File: src/rtl/isq_pkg.sv
// isq_pkg: shared types, event codes and bus operation codes for the i2c sensor transaction sequencer
// used by isq_front, isq_queue, isq_back and the top level; no dependencies
package isq_pkg;

	localparam logic [2:0] EV_START = 3'd0;
	localparam logic [2:0] EV_ACK   = 3'd1;
	localparam logic [2:0] EV_NACK  = 3'd2;
	localparam logic [2:0] EV_RX    = 3'd3;
	localparam logic [2:0] EV_STOP  = 3'd4;
	localparam logic [2:0] EV_BAD   = 3'd5;

	localparam logic [2:0] OP_NONE  = 3'd0;
	localparam logic [2:0] OP_START = 3'd1;
	localparam logic [2:0] OP_STOP  = 3'd2;
	localparam logic [2:0] OP_ACK   = 3'd3;
	localparam logic [2:0] OP_NSTOP = 3'd4;

	typedef struct packed {
		logic [2:0]  ev;
		logic [6:0]  dev_addr;
		logic        read_mode;
		logic [31:0] command_word;
		logic [1:0]  read_extra;
		logic [1:0]  write_extra;
		logic [31:0] tag_in;
		logic [7:0]  rx_byte;
	} item_t;

endpackage

File: src/rtl/isq_front.sv
// isq_front: decodes an incoming bus event request into a queue item
// depends on isq_pkg
module isq_front (
	input  logic [2:0]     cmd,
	input  logic [6:0]     dev_addr,
	input  logic           read_mode,
	input  logic [31:0]    command_word,
	input  logic [1:0]     read_extra,
	input  logic [1:0]     write_extra,
	input  logic [31:0]    tag_in,
	input  logic [7:0]     rx_byte,
	output isq_pkg::item_t item
);

	localparam logic [2:0] CMD_START = 3'd0;
	localparam logic [2:0] CMD_ACK   = 3'd1;
	localparam logic [2:0] CMD_NACK  = 3'd2;
	localparam logic [2:0] CMD_RX    = 3'd3;
	localparam logic [2:0] CMD_STOP  = 3'd4;

	always_comb begin
		item.dev_addr     = dev_addr;
		item.read_mode    = read_mode;
		item.command_word = command_word;
		item.read_extra   = read_extra;
		item.write_extra  = write_extra;
		item.tag_in       = tag_in;
		item.rx_byte      = rx_byte;
		case (cmd)
			CMD_START: item.ev = isq_pkg::EV_START;
			CMD_ACK:   item.ev = isq_pkg::EV_ACK;
			CMD_NACK:  item.ev = isq_pkg::EV_NACK;
			CMD_RX:    item.ev = isq_pkg::EV_RX;
			CMD_STOP:  item.ev = isq_pkg::EV_STOP;
			default:   item.ev = isq_pkg::EV_BAD;
		endcase
	end

endmodule

File: src/rtl/isq_queue.sv
// isq_queue: two-entry request queue between front and back
// depends on isq_pkg
module isq_queue (
	input  logic           clk,
	input  logic           arst_n,
	input  logic           push,
	input  isq_pkg::item_t push_item,
	output logic           full,
	input  logic           pop,
	output logic           head_valid,
	output isq_pkg::item_t head_item
);

	isq_pkg::item_t ents_q [2];
	logic           wr_ptr_q;
	logic           rd_ptr_q;
	logic [1:0]     cnt_q;

	assign full       = (cnt_q == 2'd2);
	assign head_valid = (cnt_q != 2'd0);
	assign head_item  = ents_q[rd_ptr_q];

	always_ff @(posedge clk or negedge arst_n) begin
		if (!arst_n) begin
			wr_ptr_q <= 1'b0;
			rd_ptr_q <= 1'b0;
			cnt_q    <= 2'd0;
		end else begin
			if (push) begin
				wr_ptr_q <= ~wr_ptr_q;
			end
			if (pop) begin
				rd_ptr_q <= ~rd_ptr_q;
			end
			case ({push, pop})
				2'b10:   cnt_q <= cnt_q + 2'd1;
				2'b01:   cnt_q <= cnt_q - 2'd1;
				default: cnt_q <= cnt_q;
			endcase
		end
	end

	always_ff @(posedge clk) begin
		if (push) begin
			ents_q[wr_ptr_q] <= push_item;
		end
	end

endmodule

File: src/rtl/isq_back.sv
// isq_back: transaction phase machine and registered result stage
// depends on isq_pkg
module isq_back #(
	parameter int WORD_BYTES = 4
) (
	input  logic           clk,
	input  logic           arst_n,
	input  logic           head_valid,
	input  isq_pkg::item_t head_item,
	output logic           pop,
	output logic           out_valid,
	input  logic           out_stall,
	output logic [2:0]     bus_op,
	output logic           tx_valid,
	output logic [7:0]     tx_byte,
	output logic           done_res,
	output logic [31:0]    read_word,
	output logic [31:0]    tag_out,
	output logic           fault,
	output logic           busy_flag
);

	localparam int AW = 8 * WORD_BYTES;

	localparam logic [2:0] PH_IDLE  = 3'd0;
	localparam logic [2:0] PH_INIT  = 3'd1;
	localparam logic [2:0] PH_SETR  = 3'd2;
	localparam logic [2:0] PH_HOLD  = 3'd3;
	localparam logic [2:0] PH_RX    = 3'd4;
	localparam logic [2:0] PH_WX    = 3'd5;
	localparam logic [2:0] PH_CLOSE = 3'd6;

	logic [2:0]    phase_q, phase_d;
	logic [6:0]    addr_q, addr_d;
	logic          dir_q, dir_d;
	logic [31:0]   command_q, command_d;
	logic [1:0]    writes_left_q, writes_left_d;
	logic [1:0]    reads_left_q, reads_left_d;
	logic [AW-1:0] accum_q, accum_d;
	logic [31:0]   tag_q, tag_d;

	logic [2:0]    op_d;
	logic          txv_d, done_d, fault_d;
	logic [7:0]    txb_d;
	logic [31:0]   rword_d, tout_d;
	logic [1:0]    wl_dec;
	logic [AW+7:0] acc_shift;

	logic          out_valid_q;
	logic [2:0]    bus_op_q;
	logic          tx_valid_q, done_q, fault_q, busy_q;
	logic [7:0]    tx_byte_q;
	logic [31:0]   read_word_q, tag_out_q;

	assign pop = head_valid && (!out_valid_q || !out_stall);

	assign wl_dec    = writes_left_q - 2'd1;
	assign acc_shift = {accum_q | AW'(head_item.rx_byte), 8'h00};

	always_comb begin
		phase_d       = phase_q;
		addr_d        = addr_q;
		dir_d         = dir_q;
		command_d     = command_q;
		writes_left_d = writes_left_q;
		reads_left_d  = reads_left_q;
		accum_d       = accum_q;
		tag_d         = tag_q;
		op_d          = isq_pkg::OP_NONE;
		txv_d         = 1'b0;
		txb_d         = 8'h00;
		done_d        = 1'b0;
		fault_d       = 1'b0;
		rword_d       = 32'h0;
		tout_d        = 32'h0;
		case (head_item.ev)
			isq_pkg::EV_START: begin
				if (phase_q != PH_IDLE) begin
					fault_d = 1'b1;
				end else begin
					addr_d        = head_item.dev_addr;
					dir_d         = head_item.read_mode;
					command_d     = head_item.command_word;
					reads_left_d  = head_item.read_extra;
					writes_left_d = head_item.write_extra;
					tag_d         = head_item.tag_in;
					accum_d       = '0;
					op_d          = isq_pkg::OP_START;
					txv_d         = 1'b1;
					txb_d         = {head_item.dev_addr, 1'b0};
					phase_d       = PH_INIT;
				end
			end
			isq_pkg::EV_ACK: begin
				case (phase_q)
					PH_INIT: begin
						txv_d = 1'b1;
						txb_d = command_q[8*writes_left_q +: 8];
						if (dir_q) begin
							if (writes_left_q == 2'd0) begin
								phase_d = PH_SETR;
							end else begin
								writes_left_d = wl_dec;
							end
						end else begin
							phase_d = (writes_left_q == 2'd0) ? PH_CLOSE : PH_WX;
						end
					end
					PH_WX: begin
						writes_left_d = wl_dec;
						txv_d         = 1'b1;
						txb_d         = command_q[8*wl_dec +: 8];
						if (wl_dec == 2'd0) begin
							phase_d = PH_CLOSE;
						end
					end
					PH_SETR: begin
						op_d    = isq_pkg::OP_START;
						txv_d   = 1'b1;
						txb_d   = {addr_q, 1'b1};
						phase_d = PH_HOLD;
					end
					PH_HOLD:  phase_d = PH_RX;
					PH_RX:    accum_d = '0;
					PH_CLOSE: op_d = isq_pkg::OP_STOP;
					default:  fault_d = 1'b1;
				endcase
			end
			isq_pkg::EV_NACK: begin
				if (phase_q == PH_HOLD) begin
					op_d  = isq_pkg::OP_START;
					txv_d = 1'b1;
					txb_d = {addr_q, 1'b1};
				end else begin
					fault_d = 1'b1;
				end
			end
			isq_pkg::EV_RX: begin
				if (phase_q == PH_RX) begin
					if (reads_left_q != 2'd0) begin
						accum_d      = acc_shift[AW-1:0];
						op_d         = isq_pkg::OP_ACK;
						reads_left_d = reads_left_q - 2'd1;
					end else begin
						accum_d = accum_q | AW'(head_item.rx_byte);
						op_d    = isq_pkg::OP_NSTOP;
						phase_d = PH_CLOSE;
					end
				end else begin
					fault_d = 1'b1;
				end
			end
			isq_pkg::EV_STOP: begin
				if (phase_q == PH_CLOSE) begin
					done_d  = 1'b1;
					rword_d = 32'(accum_q);
					tout_d  = tag_q;
					phase_d = PH_IDLE;
				end else begin
					fault_d = 1'b1;
				end
			end
			default: fault_d = 1'b1;
		endcase
	end

	always_ff @(posedge clk or negedge arst_n) begin
		if (!arst_n) begin
			phase_q       <= PH_IDLE;
			addr_q        <= '0;
			dir_q         <= 1'b0;
			command_q     <= '0;
			writes_left_q <= '0;
			reads_left_q  <= '0;
			accum_q       <= '0;
			tag_q         <= '0;
			out_valid_q   <= 1'b0;
		end else begin
			if (pop) begin
				phase_q       <= phase_d;
				addr_q        <= addr_d;
				dir_q         <= dir_d;
				command_q     <= command_d;
				writes_left_q <= writes_left_d;
				reads_left_q  <= reads_left_d;
				accum_q       <= accum_d;
				tag_q         <= tag_d;
				out_valid_q   <= 1'b1;
			end else if (!out_stall) begin
				out_valid_q <= 1'b0;
			end
		end
	end

	always_ff @(posedge clk) begin
		if (pop) begin
			bus_op_q    <= op_d;
			tx_valid_q  <= txv_d;
			tx_byte_q   <= txb_d;
			done_q      <= done_d;
			read_word_q <= rword_d;
			tag_out_q   <= tout_d;
			fault_q     <= fault_d;
			busy_q      <= (phase_d != PH_IDLE);
		end
	end

	assign out_valid = out_valid_q;
	assign bus_op    = bus_op_q;
	assign tx_valid  = tx_valid_q;
	assign tx_byte   = tx_byte_q;
	assign done_res  = done_q;
	assign read_word = read_word_q;
	assign tag_out   = tag_out_q;
	assign fault     = fault_q;
	assign busy_flag = busy_q;

endmodule

File: src/rtl/i2c_sensor_transaction_sequencer_top.sv
// i2c_sensor_transaction_sequencer_top: one result per bus event request
// a request is held in the queue entry, then the result in the isq_back output register
// a two-entry queue separates the decode front from the phase machine back
// one request per cycle sustained without out_stall, set by the phase update in isq_back
// arst_n clears phase to idle, all transaction registers to zero, queue empty
// depends on isq_pkg, isq_front, isq_queue, isq_back
module i2c_sensor_transaction_sequencer_top #(
	parameter int WORD_BYTES = 4
) (
	input  logic        clk,
	input  logic        arst_n,
	input  logic        in_valid,
	output logic        in_stall,
	input  logic [2:0]  cmd,
	input  logic [6:0]  dev_addr,
	input  logic        read_mode,
	input  logic [31:0] command_word,
	input  logic [1:0]  read_extra,
	input  logic [1:0]  write_extra,
	input  logic [31:0] tag_in,
	input  logic [7:0]  rx_byte,
	output logic        out_valid,
	input  logic        out_stall,
	output logic [2:0]  bus_op,
	output logic        tx_valid,
	output logic [7:0]  tx_byte,
	output logic        done_res,
	output logic [31:0] read_word,
	output logic [31:0] tag_out,
	output logic        fault,
	output logic        busy_flag
);

	isq_pkg::item_t dec_item;
	isq_pkg::item_t head_item;
	logic           q_full;
	logic           head_valid;
	logic           pop;

	assign in_stall = q_full;

	isq_front u_front (
		.cmd          (cmd),
		.dev_addr     (dev_addr),
		.read_mode    (read_mode),
		.command_word (command_word),
		.read_extra   (read_extra),
		.write_extra  (write_extra),
		.tag_in       (tag_in),
		.rx_byte      (rx_byte),
		.item         (dec_item)
	);

	isq_queue u_queue (
		.clk        (clk),
		.arst_n     (arst_n),
		.push       (in_valid && !q_full),
		.push_item  (dec_item),
		.full       (q_full),
		.pop        (pop),
		.head_valid (head_valid),
		.head_item  (head_item)
	);

	isq_back #(
		.WORD_BYTES (WORD_BYTES)
	) u_back (
		.clk        (clk),
		.arst_n     (arst_n),
		.head_valid (head_valid),
		.head_item  (head_item),
		.pop        (pop),
		.out_valid  (out_valid),
		.out_stall  (out_stall),
		.bus_op     (bus_op),
		.tx_valid   (tx_valid),
		.tx_byte    (tx_byte),
		.done_res   (done_res),
		.read_word  (read_word),
		.tag_out    (tag_out),
		.fault      (fault),
		.busy_flag  (busy_flag)
	);

endmodule

File: config.mk
export PLATFORM = sky130hd
export DESIGN_NAME = i2c_sensor_transaction_sequencer_top
export DESIGN_NICKNAME = d
export VERILOG_FILES = /design/src/rtl/isq_pkg.sv /design/src/rtl/isq_front.sv /design/src/rtl/isq_queue.sv /design/src/rtl/isq_back.sv /design/src/rtl/i2c_sensor_transaction_sequencer_top.sv
export SDC_FILE = /design/constraint.sdc
export NUM_CORES = 1
export LEC_CHECK = 0
export BUFFER_PORTS_ARGS = -buffer_cell sky130_fd_sc_hd__buf_4
export CORE_MARGIN = 3
export CORE_UTILIZATION = 58
export DETAILED_ROUTE_END_ITERATION = 10
export PLACE_DENSITY_LB_ADDON = 0.3
export SLEW_MARGIN = 10
export SYNTH_ARGS = -nofsm -noshare
export SYNTH_HDL_FRONTEND = slang
export SYNTH_HIERARCHICAL = 1
export SYNTH_SLANG_ARGS = --single-unit
File: constraint.sdc
create_clock -name clk -period 5.57 [get_ports clk]
set_input_delay 1.114 -clock clk [delete_from_list [all_inputs] [get_ports clk]]
set_output_delay 1.114 -clock clk [all_outputs]
set_load 0.01 [all_outputs]
==> flow_summary_export.csv <==
group,metric,value,unit
outcome,status,"complete, no violations",
worst_setup_path,path_max_fanout,72,
worst_setup_path,crit_type,"register to register",
worst_setup_path,crit_required,5970,ps
global_routing,antenna_found_initial,0,
placement,placed_area,16400,µm²
routing,drtIter0Drc,591,
synth,synthesis.area,15500,µm²
synth,yosysSeqAreaShare,0.679,
clock_tree,clock_latency,530,ps
sta,finalSetupViolations,0,
routing,first_pass_iters,5,
pwr,ir_drop,349,µV
worst_setup_path,crit_slowest_cell,"dfrtp_4",
clock_tree,ctsResizeCount,0,
worst_setup_path,cp.arrival,3710,ps
clock_tree,cts-htree-levels,2,
clock_tree,cts-buffers-inserted,38,
global_routing,grt-ovfl-total,0,
synth,postSynthCellCount,970,
placement,port_buffers,171,
clock_tree,cts_root_buf,"clkbuf_16",
finish,drive_gt1_frac,0.382,
clock_tree,clockBufferDepth,3,
sta,rsz0062_at_grt,"no",
global_routing,grt_pass1_wl,44200,µm
die,start_util,0.591,
worst_setup_path,end_kind,"register",
clock_tree,hold_buffers,0,
clock_tree,path_clk_slew,60,ps
routing,wl_per_cell,19.5,µm
synth,ys_ff_latch,369,
die,ios,172,
synth,async_flop_share,0.314,
die,core_area,26100,µm²
synth,yosysTopAreaCell,"edfxtp_1",
worst_setup_path,crit_path_max_incr_delay,680,ps
synth,synth_top_area_share,0.492,
pwr,finalPower,9.54,mW
placement,hpwlAfterDp,17700,µm
finish,final_nets,1156,
synth,synth_edf_count,253,
sta,min_period,3310,ps
global_routing,grtUsageTotal,0.194,
sta,timing.final.hold_violations,0,
synth,synth.distinct_cells,65,
synth,yosys-top-cells-count,"edfxtp_1, mux2_2, dfrtp_1, buf_4, and2_1",
clock_tree,post_cts_buffers,0,
die,fp.dieW,169,µm
synth,synthFlopType,"edfxtp_1",
worst_setup_path,startpoint_type,"register",
synth,synth_fp_nets,1065,
sta,fin_crit_sh,0.594,
sta,slew_headroom,0.262,
worst_hold_path,hp-class,"register to register",
sta,setup_slack,2260,ps
synth,synthTopCellsByArea,"edfxtp_1, dfrtp_1, mux2_2",
synth,yosysWarnings,6,
finish,area_delta_synth_final,14.5,%
synth,avgSynthCellArea,15.9,µm²
routing,totalWireLength,27800,µm
placement,post-place-ws,2180,ps
pwr,p_per_area,539,nW/µm²
routing,vias,7938,
sta,finClkSkew,27.5,ps
routing,ant_nets,0,
die,fp-row-count,59,
finish,antenna_cells,0,
sta,setup_tns,0,ps
die,die_h,169,µm
sta,holdWs,493,ps
global_routing,grt_max_degree,86,
flow_run,drv_cap,0,
sta,slew_viol_final,0,
routing,drc,0,
pwr,p_leak,7.07,nW
clock_tree,tritoncts,"yes",
placement,gp_congestion,0.844,
sta,worst_pin_slew,1100,ps
clock_tree,cts_sinks,369,
routing,post_drt_via_cell_ratio,5.57,
sta,max_freq,302,MHz
synth,synth.most_common_cell,"edfxtp_1",
worst_setup_path,path_cells,"mux2_2 -> nor2_1 -> and3_1 -> nand2_4 -> mux2_1",
global_routing,first_global_vias,8369,
die,die_area,28600,µm²
finish,finalInstanceArea,17700,µm²
-- through the flow --
stage               cells   util
floorplan             970      -
global placement     1356  0.627
detailed placement   1356  0.627
CTS                  1426  0.677
global route         1426  0.677
finish               1426  0.677
-- power breakdown --
part | internal, mW | total, mW | switching [mW]
registers | 3.88 | 4.37 | 0.484
clock network | 1.61 | 2.62 | 1.01
logic | 1.28 | 2.55 | 1.27
-- critical path: cells and delay by family, from the launching register on --
kind / cells / cell delay [ps]
and+or+nand+nor: 3 / 1340
muxes: 2 / 1080
DFF: 1 / 680
-- sequential cells by signal, summed over array words and instances (netlist names), 2 cells and up --
name / flops
u_back/tag_q: 32
u_queue/ents_q: 174
u_queue/cnt_q: 2
u_back/writes_left_q: 2
u_back/bus_op: 3
u_back/accum_q: 32
u_back/addr_q: 7
u_back/phase_q: 3
u_back/reads_left_q: 2
u_back/command_q: 32
u_back/tag_out: 32
u_back/read_word: 32
u_back/tx_byte: 8
-- final cells by class --
type                    count  area, µm²
inverters                  11       43.8
fillers                  1784       8440
well taps                 335        419
flip-flops and latches    369      10500
clock buffers              52       1040
repair buffers            179       1340
multi-input cells         462       4070
clock inverters            18        267
-- final timing paths --
check	from	endpoint	slack [ps]	cells past startpoint
worst max-delay path	u_queue/rd_ptr_q$_DFFE_PN0P_	u_back/tag_q[11]$_DFFE_PN0P_	2260	5
worst min-delay path	u_back/tag_q[13]$_DFFE_PN0P_	u_back/tag_q[13]$_DFFE_PN0P_	490	1
worst max register to register	u_queue/rd_ptr_q$_DFFE_PN0P_	u_back/tag_q[11]$_DFFE_PN0P_	2260	5
worst min register to register	u_back/tag_q[13]$_DFFE_PN0P_	u_back/tag_q[13]$_DFFE_PN0P_	490	1
max in group asynchronous	arst_n	u_queue/rd_ptr_q$_DFFE_PN0P_	3840	2
min in group asynchronous	arst_n	u_back/tag_q[16]$_DFFE_PN0P_	650	1
-- logic make-up after synthesis --
family          after synthesis  share of synthesized area
flops                       369                      0.679
compound gates               97                     0.0449
mux                         198                      0.152
buf+inv                     139                     0.0585
fa+ha+maj                     4                    0.00324
xor+xnor                      6                    0.00340
simple gates                157                     0.0587
-- routing by layer --
layer / vias to the layer above / wire length, µm / global-route usage
li1: 3680 / - / -
met3: 59 / 1460 / 0.0321
met5: - / 0 / 0
met1: 3966 / 11900 / 0.266
met2: 233 / 13600 / 0.321
met4: 0 / 820 / 0.0690
-- placed cells by master, fill, tap and decap left out, types with 20 or more instances in the layout --
cell	n
and2_1	66
dfrtp_1	115
edfxtp_1	253
mux2_4	20
a21oi_1	20
clkbuf_16	39
buf_4	179
nor2_1	28
mux2_2	135
mux2i_1	29
(Power assumes the default switching activity.)
